===== config.mk =====
export PLATFORM = sky130hd
export DESIGN_NAME = keypad_frequency_entry
export DESIGN_NICKNAME = d
export VERILOG_FILES = /design/src/hdl/kfe_pkg.sv /design/src/hdl/keypad_frequency_entry.sv /design/src/hdl/kfe_out_buf.sv
export SDC_FILE = /design/constraint.sdc
export NUM_CORES = 1
export LEC_CHECK = 0
export ABC_AREA = 1
export BUFFER_PORTS_ARGS = -buffer_cell sky130_fd_sc_hd__buf_4
export CORE_MARGIN = 5
export CORE_UTILIZATION = 43
export DETAILED_ROUTE_END_ITERATION = 6
export PLACE_DENSITY = 0.59
export SYNTH_ARGS = -nofsm -noshare
export SYNTH_HDL_FRONTEND = slang
export SYNTH_SLANG_ARGS = --single-unit

===== constraint.sdc =====
create_clock -name i_clk -period 13.1 [get_ports i_clk]
set_input_delay 1.31 -clock i_clk [delete_from_list [all_inputs] [get_ports i_clk]]
set_output_delay 1.31 -clock i_clk [all_outputs]
set_load 0.05 [all_outputs]

===== src/hdl/kfe_pkg.sv =====
`timescale 1ns / 1ps
// ----------------------------------------------------------------------------
// Keypad frequency entry package
// Word types, event codes, key codes, register indexes and small tables
// shared by the entry controller, its output buffer and its checker.
// ----------------------------------------------------------------------------
package kfe_pkg;

    localparam int unsigned DIGITS_MAX = 7;
    localparam int unsigned CNT_W      = 3;
    localparam int unsigned BCD_W      = 4 * DIGITS_MAX;
    localparam int unsigned HZ_W       = 27;
    localparam int unsigned OSC_W      = 28;
    localparam int unsigned IDLE_W     = 13;
    localparam int unsigned STEP_W     = 14;
    localparam int unsigned CFG_IDX_W  = 8;

    localparam logic [IDLE_W-1:0] IDLE_SAT = '1;

    // Register indexes of the configuration port.
    localparam logic [CFG_IDX_W-1:0] CFG_IF_HZ   = 8'd0;
    localparam logic [CFG_IDX_W-1:0] CFG_TIMEOUT = 8'd1;
    localparam logic [CFG_IDX_W-1:0] CFG_MIN_HZ  = 8'd2;
    localparam logic [CFG_IDX_W-1:0] CFG_MAX_HZ  = 8'd3;

    // Reset values.
    localparam logic [HZ_W-1:0]   RST_IF_HZ   = 27'd0;
    localparam logic [IDLE_W-1:0] RST_TIMEOUT = 13'd5000;
    localparam logic [HZ_W-1:0]   RST_MIN_HZ  = 27'd1_000_000;
    localparam logic [HZ_W-1:0]   RST_MAX_HZ  = 27'd30_000_000;
    localparam logic [HZ_W-1:0]   RST_FREQ_HZ = 27'd7_000_000;
    localparam logic [1:0]        RST_STEP    = 2'd2;

    // ASCII key codes.
    localparam logic [7:0] KEY_0       = 8'h30;
    localparam logic [7:0] KEY_9       = 8'h39;
    localparam logic [7:0] KEY_STAR    = 8'h2A;
    localparam logic [7:0] KEY_HASH    = 8'h23;
    localparam logic [7:0] KEY_A_UPPER = 8'h41;
    localparam logic [7:0] KEY_A_LOWER = 8'h61;
    localparam logic [7:0] KEY_C_UPPER = 8'h43;
    localparam logic [7:0] KEY_C_LOWER = 8'h63;

    localparam logic FUNC_KEY  = 1'b0;
    localparam logic FUNC_TICK = 1'b1;

    typedef enum logic [3:0] {
        EV_NONE      = 4'd0,
        EV_STARTED   = 4'd1,
        EV_ADDED     = 4'd2,
        EV_REFUSED   = 4'd3,
        EV_ACCEPTED  = 4'd4,
        EV_REJECTED  = 4'd5,
        EV_CANCELLED = 4'd6,
        EV_TIMED_OUT = 4'd7,
        EV_STEP      = 4'd8
    } t_event;

    typedef struct packed {
        logic       func;
        logic [7:0] key;
    } t_in_word;

    typedef struct packed {
        logic [3:0]        event_res;
        logic              entry_active;
        logic [CNT_W-1:0]  digit_count;
        logic [BCD_W-1:0]  entered_digits;
        logic [HZ_W-1:0]   tuned_frequency;
        logic [OSC_W-1:0]  oscillator_frequency;
        logic [STEP_W-1:0] step_hz;
    } t_out_word;

    // Contribution in Hz of a digit typed at a given position. A short kHz or
    // tens field is scaled up, so each position carries one fixed weight.
    function automatic logic [HZ_W-1:0] digit_hz(input logic [CNT_W-1:0] pos,
                                                 input logic [3:0] dig);
        logic [HZ_W-1:0] w;
        case (pos)
            3'd0:    w = 27'd10_000_000;
            3'd1:    w = 27'd1_000_000;
            3'd2:    w = 27'd100_000;
            3'd3:    w = 27'd10_000;
            3'd4:    w = 27'd1_000;
            3'd5:    w = 27'd100;
            3'd6:    w = 27'd10;
            default: w = 27'd0;
        endcase
        return w * {{(HZ_W-4){1'b0}}, dig};
    endfunction

    function automatic logic [STEP_W-1:0] step_to_hz(input logic [1:0] idx);
        logic [STEP_W-1:0] hz;
        case (idx)
            2'd0:    hz = 14'd10;
            2'd1:    hz = 14'd100;
            2'd2:    hz = 14'd1000;
            default: hz = 14'd10000;
        endcase
        return hz;
    endfunction

endpackage


===== src/hdl/keypad_frequency_entry.sv =====
`timescale 1ns / 1ps
// ----------------------------------------------------------------------------
// Keypad frequency entry controller
// An accepted word's result is written to o_out_word's register when that
// register is free, else to the skid entry. Throughput: one word per cycle,
// held back only when the output register and its skid entry are both full.
// Reset: synchronous, active low; tuned frequency 7 MHz, step 1 kHz, entry
// mode off, configuration registers at their defaults.
// ----------------------------------------------------------------------------
module keypad_frequency_entry
    import kfe_pkg::*;
(
    input  logic                 i_clk,
    input  logic                 i_rst_n,
    input  logic                 i_in_valid,
    output logic                 o_in_stall,
    input  t_in_word             i_in_word,
    output logic                 o_out_valid,
    input  logic                 i_out_stall,
    output t_out_word            o_out_word,
    input  logic                 i_cfg_valid,
    output logic                 o_cfg_ready,
    input  logic [CFG_IDX_W-1:0] i_cfg_index,
    input  logic [HZ_W-1:0]      i_cfg_data
);

    logic [HZ_W-1:0]   r_if_hz;
    logic [IDLE_W-1:0] r_timeout;
    logic [HZ_W-1:0]   r_min_hz;
    logic [HZ_W-1:0]   r_max_hz;

    logic              r_entry, n_entry;
    logic [CNT_W-1:0]  r_count, n_count;
    logic [IDLE_W-1:0] r_idle,  n_idle;
    logic [HZ_W-1:0]   r_freq,  n_freq;
    logic [1:0]        r_step,  n_step;
    logic [BCD_W-1:0]  r_digits, n_digits;
    logic [HZ_W-1:0]   r_hz,    n_hz;

    t_event    ev;
    t_out_word res;
    logic      accept;
    logic      is_digit;
    logic [3:0] dig;
    logic      len_ok;
    logic [IDLE_W-1:0] idle_inc;
    logic      skid_full;

    assign o_cfg_ready = 1'b1;
    assign accept      = i_in_valid && !skid_full;
    assign o_in_stall  = skid_full;

    assign is_digit = (i_in_word.key >= KEY_0) && (i_in_word.key <= KEY_9);
    assign dig      = i_in_word.key[3:0];
    // Two digits give whole MHz; four to seven give MHz, kHz and tens of Hz.
    assign len_ok   = (r_count == 3'd2) || (r_count >= 3'd4);
    assign idle_inc = (r_idle == IDLE_SAT) ? r_idle : r_idle + 1'b1;

    always_ff @(posedge i_clk) begin
        if (!i_rst_n) begin
            r_if_hz   <= RST_IF_HZ;
            r_timeout <= RST_TIMEOUT;
            r_min_hz  <= RST_MIN_HZ;
            r_max_hz  <= RST_MAX_HZ;
        end else if (i_cfg_valid) begin
            unique case (i_cfg_index)
                CFG_IF_HZ:   r_if_hz   <= i_cfg_data;
                CFG_TIMEOUT: r_timeout <= i_cfg_data[IDLE_W-1:0];
                CFG_MIN_HZ:  r_min_hz  <= i_cfg_data;
                CFG_MAX_HZ:  r_max_hz  <= i_cfg_data;
                default: ;
            endcase
        end
    end

    always_comb begin
        n_entry  = r_entry;
        n_count  = r_count;
        n_idle   = r_idle;
        n_freq   = r_freq;
        n_step   = r_step;
        n_digits = r_digits;
        n_hz     = r_hz;
        ev       = EV_NONE;

        if (i_in_word.func == FUNC_TICK) begin
            if (r_entry) begin
                n_idle = idle_inc;
                if (idle_inc > r_timeout) begin
                    n_entry  = 1'b0;
                    n_count  = '0;
                    n_digits = '0;
                    ev       = EV_TIMED_OUT;
                end
            end
        end else if (r_entry) begin
            if (is_digit) begin
                n_idle = '0;
                if (r_count < CNT_W'(DIGITS_MAX)) begin
                    for (int i = 0; i < DIGITS_MAX; i++) begin
                        if (r_count == CNT_W'(i)) begin
                            n_digits[BCD_W-1-4*i -: 4] = dig;
                        end
                    end
                    // The frequency value is built up as digits arrive.
                    n_hz    = r_hz + digit_hz(r_count, dig);
                    n_count = r_count + 1'b1;
                    ev      = EV_ADDED;
                end else begin
                    ev = EV_REFUSED;
                end
            end else if (i_in_word.key == KEY_A_UPPER || i_in_word.key == KEY_A_LOWER) begin
                if (len_ok && r_hz >= r_min_hz && r_hz <= r_max_hz) begin
                    n_freq = r_hz;
                    ev     = EV_ACCEPTED;
                end else begin
                    ev = EV_REJECTED;
                end
                n_entry  = 1'b0;
                n_count  = '0;
                n_digits = '0;
            end else if (i_in_word.key == KEY_C_UPPER || i_in_word.key == KEY_C_LOWER
                         || i_in_word.key == KEY_HASH) begin
                n_entry  = 1'b0;
                n_count  = '0;
                n_digits = '0;
                ev       = EV_CANCELLED;
            end
        end else begin
            if (i_in_word.key == KEY_STAR) begin
                n_step = r_step - 1'b1;
                ev     = EV_STEP;
            end else if (i_in_word.key == KEY_HASH) begin
                n_step = r_step + 1'b1;
                ev     = EV_STEP;
            end else if (is_digit) begin
                n_entry  = 1'b1;
                n_count  = 3'd1;
                n_idle   = '0;
                n_digits = {dig, {(BCD_W-4){1'b0}}};
                n_hz     = digit_hz(3'd0, dig);
                ev       = EV_STARTED;
            end
        end
    end

    always_comb begin
        res.event_res            = ev;
        res.entry_active         = n_entry;
        res.digit_count          = n_count;
        res.entered_digits       = n_digits;
        res.tuned_frequency      = n_freq;
        res.oscillator_frequency = {1'b0, n_freq} + {1'b0, r_if_hz};
        res.step_hz              = step_to_hz(n_step);
    end

    always_ff @(posedge i_clk) begin
        if (!i_rst_n) begin
            r_entry  <= 1'b0;
            r_count  <= '0;
            r_idle   <= '0;
            r_freq   <= RST_FREQ_HZ;
            r_step   <= RST_STEP;
            r_digits <= '0;
        end else if (accept) begin
            r_entry  <= n_entry;
            r_count  <= n_count;
            r_idle   <= n_idle;
            r_freq   <= n_freq;
            r_step   <= n_step;
            r_digits <= n_digits;
        end
    end

    always_ff @(posedge i_clk) begin
        if (accept) begin
            r_hz <= n_hz;
        end
    end

    kfe_out_buf u_out_buf (
        .i_clk   (i_clk),
        .i_rst_n (i_rst_n),
        .i_push  (accept),
        .i_word  (res),
        .i_stall (i_out_stall),
        .o_valid (o_out_valid),
        .o_word  (o_out_word),
        .o_full  (skid_full)
    );

endmodule


===== src/hdl/kfe_out_buf.sv =====
`timescale 1ns / 1ps
// ----------------------------------------------------------------------------
// Result output buffer
// Output register with one skid entry, so that a word can be accepted while
// the previous result still waits for the consumer.
// ----------------------------------------------------------------------------
module kfe_out_buf
    import kfe_pkg::*;
(
    input  logic      i_clk,
    input  logic      i_rst_n,
    input  logic      i_push,
    input  t_out_word i_word,
    input  logic      i_stall,
    output logic      o_valid,
    output t_out_word o_word,
    output logic      o_full
);

    logic      r_valid;
    logic      r_skid_valid;
    t_out_word r_word;
    t_out_word r_skid;
    logic      take;
    logic      main_free;

    assign take      = r_valid && !i_stall;
    assign main_free = !r_valid || take;

    always_ff @(posedge i_clk) begin
        if (!i_rst_n) begin
            r_valid      <= 1'b0;
            r_skid_valid <= 1'b0;
        end else begin
            if (i_push) begin
                // The producer only pushes while the skid entry is empty.
                if (main_free) begin
                    r_valid <= 1'b1;
                end else begin
                    r_skid_valid <= 1'b1;
                end
            end else if (take) begin
                if (r_skid_valid) begin
                    r_skid_valid <= 1'b0;
                end else begin
                    r_valid <= 1'b0;
                end
            end
        end
    end

    always_ff @(posedge i_clk) begin
        if (i_push) begin
            if (main_free) begin
                r_word <= i_word;
            end else begin
                r_skid <= i_word;
            end
        end else if (take && r_skid_valid) begin
            r_word <= r_skid;
        end
    end

    assign o_valid = r_valid;
    assign o_word  = r_word;
    assign o_full  = r_skid_valid;

endmodule


==> metrics.txt <==
# TYPE chip_impl_metric gauge
chip_impl_info{name="outcome",value="complete, no violations"} 1
chip_impl_info{name="end_kind",value="flip-flop"} 1
chip_impl_metric{name="routed-via-count",unit=""} 19480
chip_impl_metric{name="drc_errors",unit=""} 0
chip_impl_info{name="cts_tree",value="done"} 1
chip_impl_metric{name="grt_first_pass_wirelength",unit="mm"} 107.9
chip_impl_metric{name="cts-buffers-inserted",unit=""} 45
chip_impl_metric{name="first_pass_iteration_count_of_the_detailed_router",unit=""} 5
chip_impl_metric{name="routed_wirelength",unit="mm"} 70.50
chip_impl_info{name="critical-path-slowest-cell",value="sky130_fd_sc_hd__fa_1"} 1
chip_impl_metric{name="grt_pass1_vias",unit=""} 18390
chip_impl_metric{name="finalWorstSetupSlack",unit="ns"} 7.097
chip_impl_info{name="synth_area_leader_cell",value="sky130_fd_sc_hd__edfxtp_1"} 1
chip_impl_metric{name="slew_viol_final",unit=""} 0
chip_impl_metric{name="layout-drive-gt1-share",unit="%"} 11.10
chip_impl_metric{name="hold_path_depth",unit=""} 2
chip_impl_metric{name="cts_clk_pin_slew_worst_paths",unit="ns"} 0.06
chip_impl_metric{name="initial_utilization",unit="%"} 43.60
chip_impl_metric{name="final_min_period_over_clock_period",unit="%"} 45.83
chip_impl_metric{name="critical_path.max_stage_delay",unit="ns"} 0.55
chip_impl_metric{name="path_max_fanout",unit=""} 9
chip_impl_info{name="grt_setup_unrepaired",value="no"} 1
chip_impl_metric{name="place.port_buffers",unit=""} 152
chip_impl_metric{name="core-area",unit="sq um"} 54130
chip_impl_info{name="clockRootBuffer",value="sky130_fd_sc_hd__clkbuf_16"} 1
chip_impl_info{name="hold_path.class",value="flip-flop to flip-flop"} 1
chip_impl_metric{name="hpwl_reported_at_the_end_of_detailed_placement",unit="mm"} 53.27
chip_impl_metric{name="ir_worst_vdd",unit="V"} 0.00009422
chip_impl_metric{name="ys.warnings.count",unit=""} 0
chip_impl_metric{name="final_util",unit="%"} 49.52
chip_impl_info{name="ys.flop_type",value="sky130_fd_sc_hd__edfxtp_1"} 1
chip_impl_metric{name="holdBufCountCts",unit=""} 0
chip_impl_metric{name="max_cap_violations",unit=""} 0
chip_impl_metric{name="top_achievable_clock_speed",unit="MHz"} 166.6
chip_impl_metric{name="num_rows",unit=""} 85
chip_impl_metric{name="cp_data_required_time",unit="ns"} 13.43
chip_impl_metric{name="design.final.nets",unit=""} 3224
chip_impl_metric{name="ys_async_sr_fraction",unit="%"} 0
chip_impl_metric{name="number_of_synthesized_flops_with_an_enable_pin",unit=""} 222
chip_impl_info{name="critical-path-top-delay-family",value="adder cells"} 1
chip_impl_metric{name="grt-ovfl-total",unit=""} 0
chip_impl_info{name="hold_sp",value="r_max_hz[26]$_SDFFE_PN0P_"} 1
chip_impl_metric{name="detailedRoute.firstIterationViolations",unit=""} 1506
chip_impl_metric{name="syn-mean-instance-area",unit="sq um"} 8.331
chip_impl_metric{name="cts_setup_buffers",unit=""} 0
chip_impl_info{name="crit-reg2reg-capture",value="r_hz[25]$_DFFE_PP_"} 1
chip_impl_metric{name="leakagePower",unit="nW"} 12.39
chip_impl_metric{name="antenna_found_initial",unit=""} 0
chip_impl_metric{name="synth.cell_area",unit="sq um"} 23600
chip_impl_metric{name="routedWlPerCell",unit="microns"} 19.16
chip_impl_metric{name="clock_tree.buffer_depth",unit=""} 3
chip_impl_metric{name="dieHeight",unit="microns"} 244.3
chip_impl_metric{name="accumulated_negative_setup_slack",unit="ns"} 0
chip_impl_metric{name="synth.lib_cells_used.distinct",unit=""} 59
chip_impl_metric{name="netlist.area_leader.share",unit="%"} 28.25
chip_impl_metric{name="final.setup_skew",unit="ns"} 0.02106
chip_impl_metric{name="rrSetupSlack",unit="ns"} 7.10
chip_impl_metric{name="area.growth.synth_to_final",unit="%"} 13.57
chip_impl_metric{name="pin_count_of_the_biggest_net_entering_global_routing",unit=""} 98
chip_impl_metric{name="cts_repair_resized_insts",unit=""} 0
chip_impl_metric{name="insertedDiodeCount",unit=""} 0
chip_impl_metric{name="die-width",unit="microns"} 244.3
chip_impl_metric{name="preCtsSetupSlack",unit="ns"} 6.644
chip_impl_metric{name="maxSlewHeadroom",unit="%"} 22.88
chip_impl_metric{name="via_per_inst",unit=""} 5.295
chip_impl_info{name="worstSetupPathType",value="flip-flop to flip-flop"} 1
chip_impl_metric{name="area_enclosed_by_the_die_boundary",unit="sq um"} 59670
chip_impl_metric{name="min_period",unit="ns"} 6.003
chip_impl_metric{name="gpl.final_weighted_congestion",unit=""} 0.9460
chip_impl_metric{name="insertion_delay",unit="ns"} 0.58
chip_impl_info{name="start_kind",value="flip-flop"} 1
chip_impl_metric{name="pin_count",unit=""} 157
chip_impl_metric{name="global_route.usage.total",unit="%"} 22.96
chip_impl_metric{name="reg2regPathDepth",unit=""} 27
chip_impl_metric{name="drtAntennaViolNets",unit=""} 0
chip_impl_metric{name="h-tree-depth",unit=""} 2
chip_impl_info{name="cpMostUsedCell",value="sky130_fd_sc_hd__inv_1"} 1
chip_impl_metric{name="setup_viol",unit=""} 0
chip_impl_metric{name="critical_path_arrival",unit="ns"} 6.33
chip_impl_info{name="synth_common_cells",value="sky130_fd_sc_hd__nand2_1, sky130_fd_sc_hd__inv_1, sky130_fd_sc_hd__edfxtp_1"} 1
chip_impl_info{name="yosys.cell_count.top_type",value="sky130_fd_sc_hd__nand2_1"} 1
chip_impl_metric{name="synth_seq_area_share",unit="%"} 42.67
chip_impl_metric{name="critical_path_buf_inv_count",unit=""} 8
chip_impl_info{name="reg2reg_from",value="r_count[0]$_SDFFE_PN0P_"} 1
chip_impl_metric{name="hold_violations",unit=""} 0
chip_impl_metric{name="worst-slew-pin-transition",unit="ns"} 1.154
chip_impl_metric{name="synth-seq-cells",unit=""} 392
chip_impl_metric{name="power_per_cell_area",unit="nW/um^2"} 117.6
chip_impl_metric{name="post_synth_inst_count",unit=""} 2833
chip_impl_metric{name="clock_sinks",unit=""} 392
chip_impl_info{name="worstHoldEndpoint",value="r_max_hz[26]$_SDFFE_PN0P_"} 1
chip_impl_info{name="synth.top_cells.by_area",value="sky130_fd_sc_hd__edfxtp_1, sky130_fd_sc_hd__dfxtp_1, sky130_fd_sc_hd__nand2_1"} 1
## cells in the final DEF, fill, tap and decap left out, types with 9 or more instances in the layout
master                      Yosys  routed
sky130_fd_sc_hd__clkbuf_16      0      47
sky130_fd_sc_hd__buf_4         10     164
sky130_fd_sc_hd__xnor2_1       15      15
sky130_fd_sc_hd__and2_1        20      20
sky130_fd_sc_hd__o211ai_2      12      12
sky130_fd_sc_hd__a21oi_2       11      12
sky130_fd_sc_hd__o21ai_0      150     150
sky130_fd_sc_hd__nor2_1       208     205
sky130_fd_sc_hd__a21oi_1      214     213
sky130_fd_sc_hd__nor3_1        19      19
sky130_fd_sc_hd__nand3_1       71      71
sky130_fd_sc_hd__o21bai_1      11      11
sky130_fd_sc_hd__fa_1          58      58
sky130_fd_sc_hd__o211ai_1      31      31
sky130_fd_sc_hd__nand4_1       32      32
sky130_fd_sc_hd__edfxtp_1     222     222
sky130_fd_sc_hd__inv_1        377     374
sky130_fd_sc_hd__a22oi_1       22      22
sky130_fd_sc_hd__a21o_1        11      11
sky130_fd_sc_hd__nand3_2       12      12
sky130_fd_sc_hd__xor2_1        28      28
sky130_fd_sc_hd__dfxtp_1      170     170
sky130_fd_sc_hd__nand2_2       15      15
sky130_fd_sc_hd__ha_1         171     171
sky130_fd_sc_hd__nand2_1      748     748
sky130_fd_sc_hd__clkinv_2       0      10
sky130_fd_sc_hd__o21a_1        17      17
sky130_fd_sc_hd__inv_2          8       9
## stage by stage
stage	instance area, sq um	hold WS, ns	power [mW]	instances
2_1_floorplan	23610	0.4353	1.722	2835
3_3_place_gp	25280	0.4455	1.886	3595
3_5_place_dp	25280	0.4552	1.888	3595
4_1_cts	26800	0.4631	3.185	3679
5_1_grt	26800	0.4860	3.279	3679
6_report	26800	0.4598	3.151	3679
## flip-flops by register name, indices dropped and copies added, names as in the netlist, 2 cells and up
register,count
r_hz,26
r_min_hz,27
r_digits,28
r_timeout,13
u_out_buf.o_word,98
u_out_buf.r_skid,98
r_if_hz,27
r_count,3
r_freq,27
r_max_hz,27
r_idle,13
r_step,2
## cell type report
type | instances | area (sq um)
multi-input combinational | 1956 | 11650
timing repair buffer | 164 | 1231
clock buffer | 57 | 1264
fill | 5224 | 27330
clock inverter | 27 | 262.8
tap | 696 | 870.8
sequential | 392 | 10070
inverter | 387 | 1458
## cell families (layout without fill, tap and decap cells)
group                      after synthesis  count (layout)  share of synthesized area [%]
AOI/OAI and AO/OA                      523             523                          13.12
xor gates and xnor gates                43              43                          1.596
and+or+nand+nor                       1155            1155                          20.42
adders and majority gates              229             229                          13.99
other                                    2               4                        0.03182
buffers and inverters                  487             635                          8.100
muxes                                    2               2                        0.08483
DFF                                    392             392                          42.67
## power breakdown
group	switching, mW	internal, mW	total [mW]
clock network	0.537	0.751	1.29
registers	0.0131	1.34	1.36
logic	0.360	0.146	0.506
## worst min-delay path, stage by stage (launching register included)
cell                      delay (ns)
sky130_fd_sc_hd__dfxtp_1        0.29
sky130_fd_sc_hd__inv_1          0.06
sky130_fd_sc_hd__a21oi_1        0.06
## how the worst max path moves through the flow
| stage | to | depth (start not counted) | start | slack, ns |
|---|---|---|---|---|
| 2_1_floorplan | u_out_buf.o_word[100]$_DFFE_PP_ | 8 | i_in_valid | 4.95 |
| 3_3_place_gp | u_out_buf.o_word[30]$_DFFE_PP_ | 18 | i_in_word[2] | 6.80 |
| 3_5_place_dp | u_out_buf.o_word[30]$_DFFE_PP_ | 18 | i_in_word[2] | 6.64 |
| 4_1_cts | r_hz[25]$_DFFE_PP_ | 27 | r_count[0]$_SDFFE_PN0P_ | 7.18 |
| 5_1_grt | r_hz[24]$_DFFE_PP_ | 30 | r_count[0]$_SDFFE_PN0P_ | 6.67 |
| 6_report | r_hz[25]$_DFFE_PP_ | 27 | r_count[0]$_SDFFE_PN0P_ | 7.10 |
## routing by layer
metal	wire length, microns	vias to the layer above	GRT usage (%)
met4	1432	0	4.597
met2	32070	558	36.41
met3	4109	79	2.861
met1	32890	9283	34.07
li1	-	9561	-
met5	0	-	0
(Power assumes the default switching activity.)
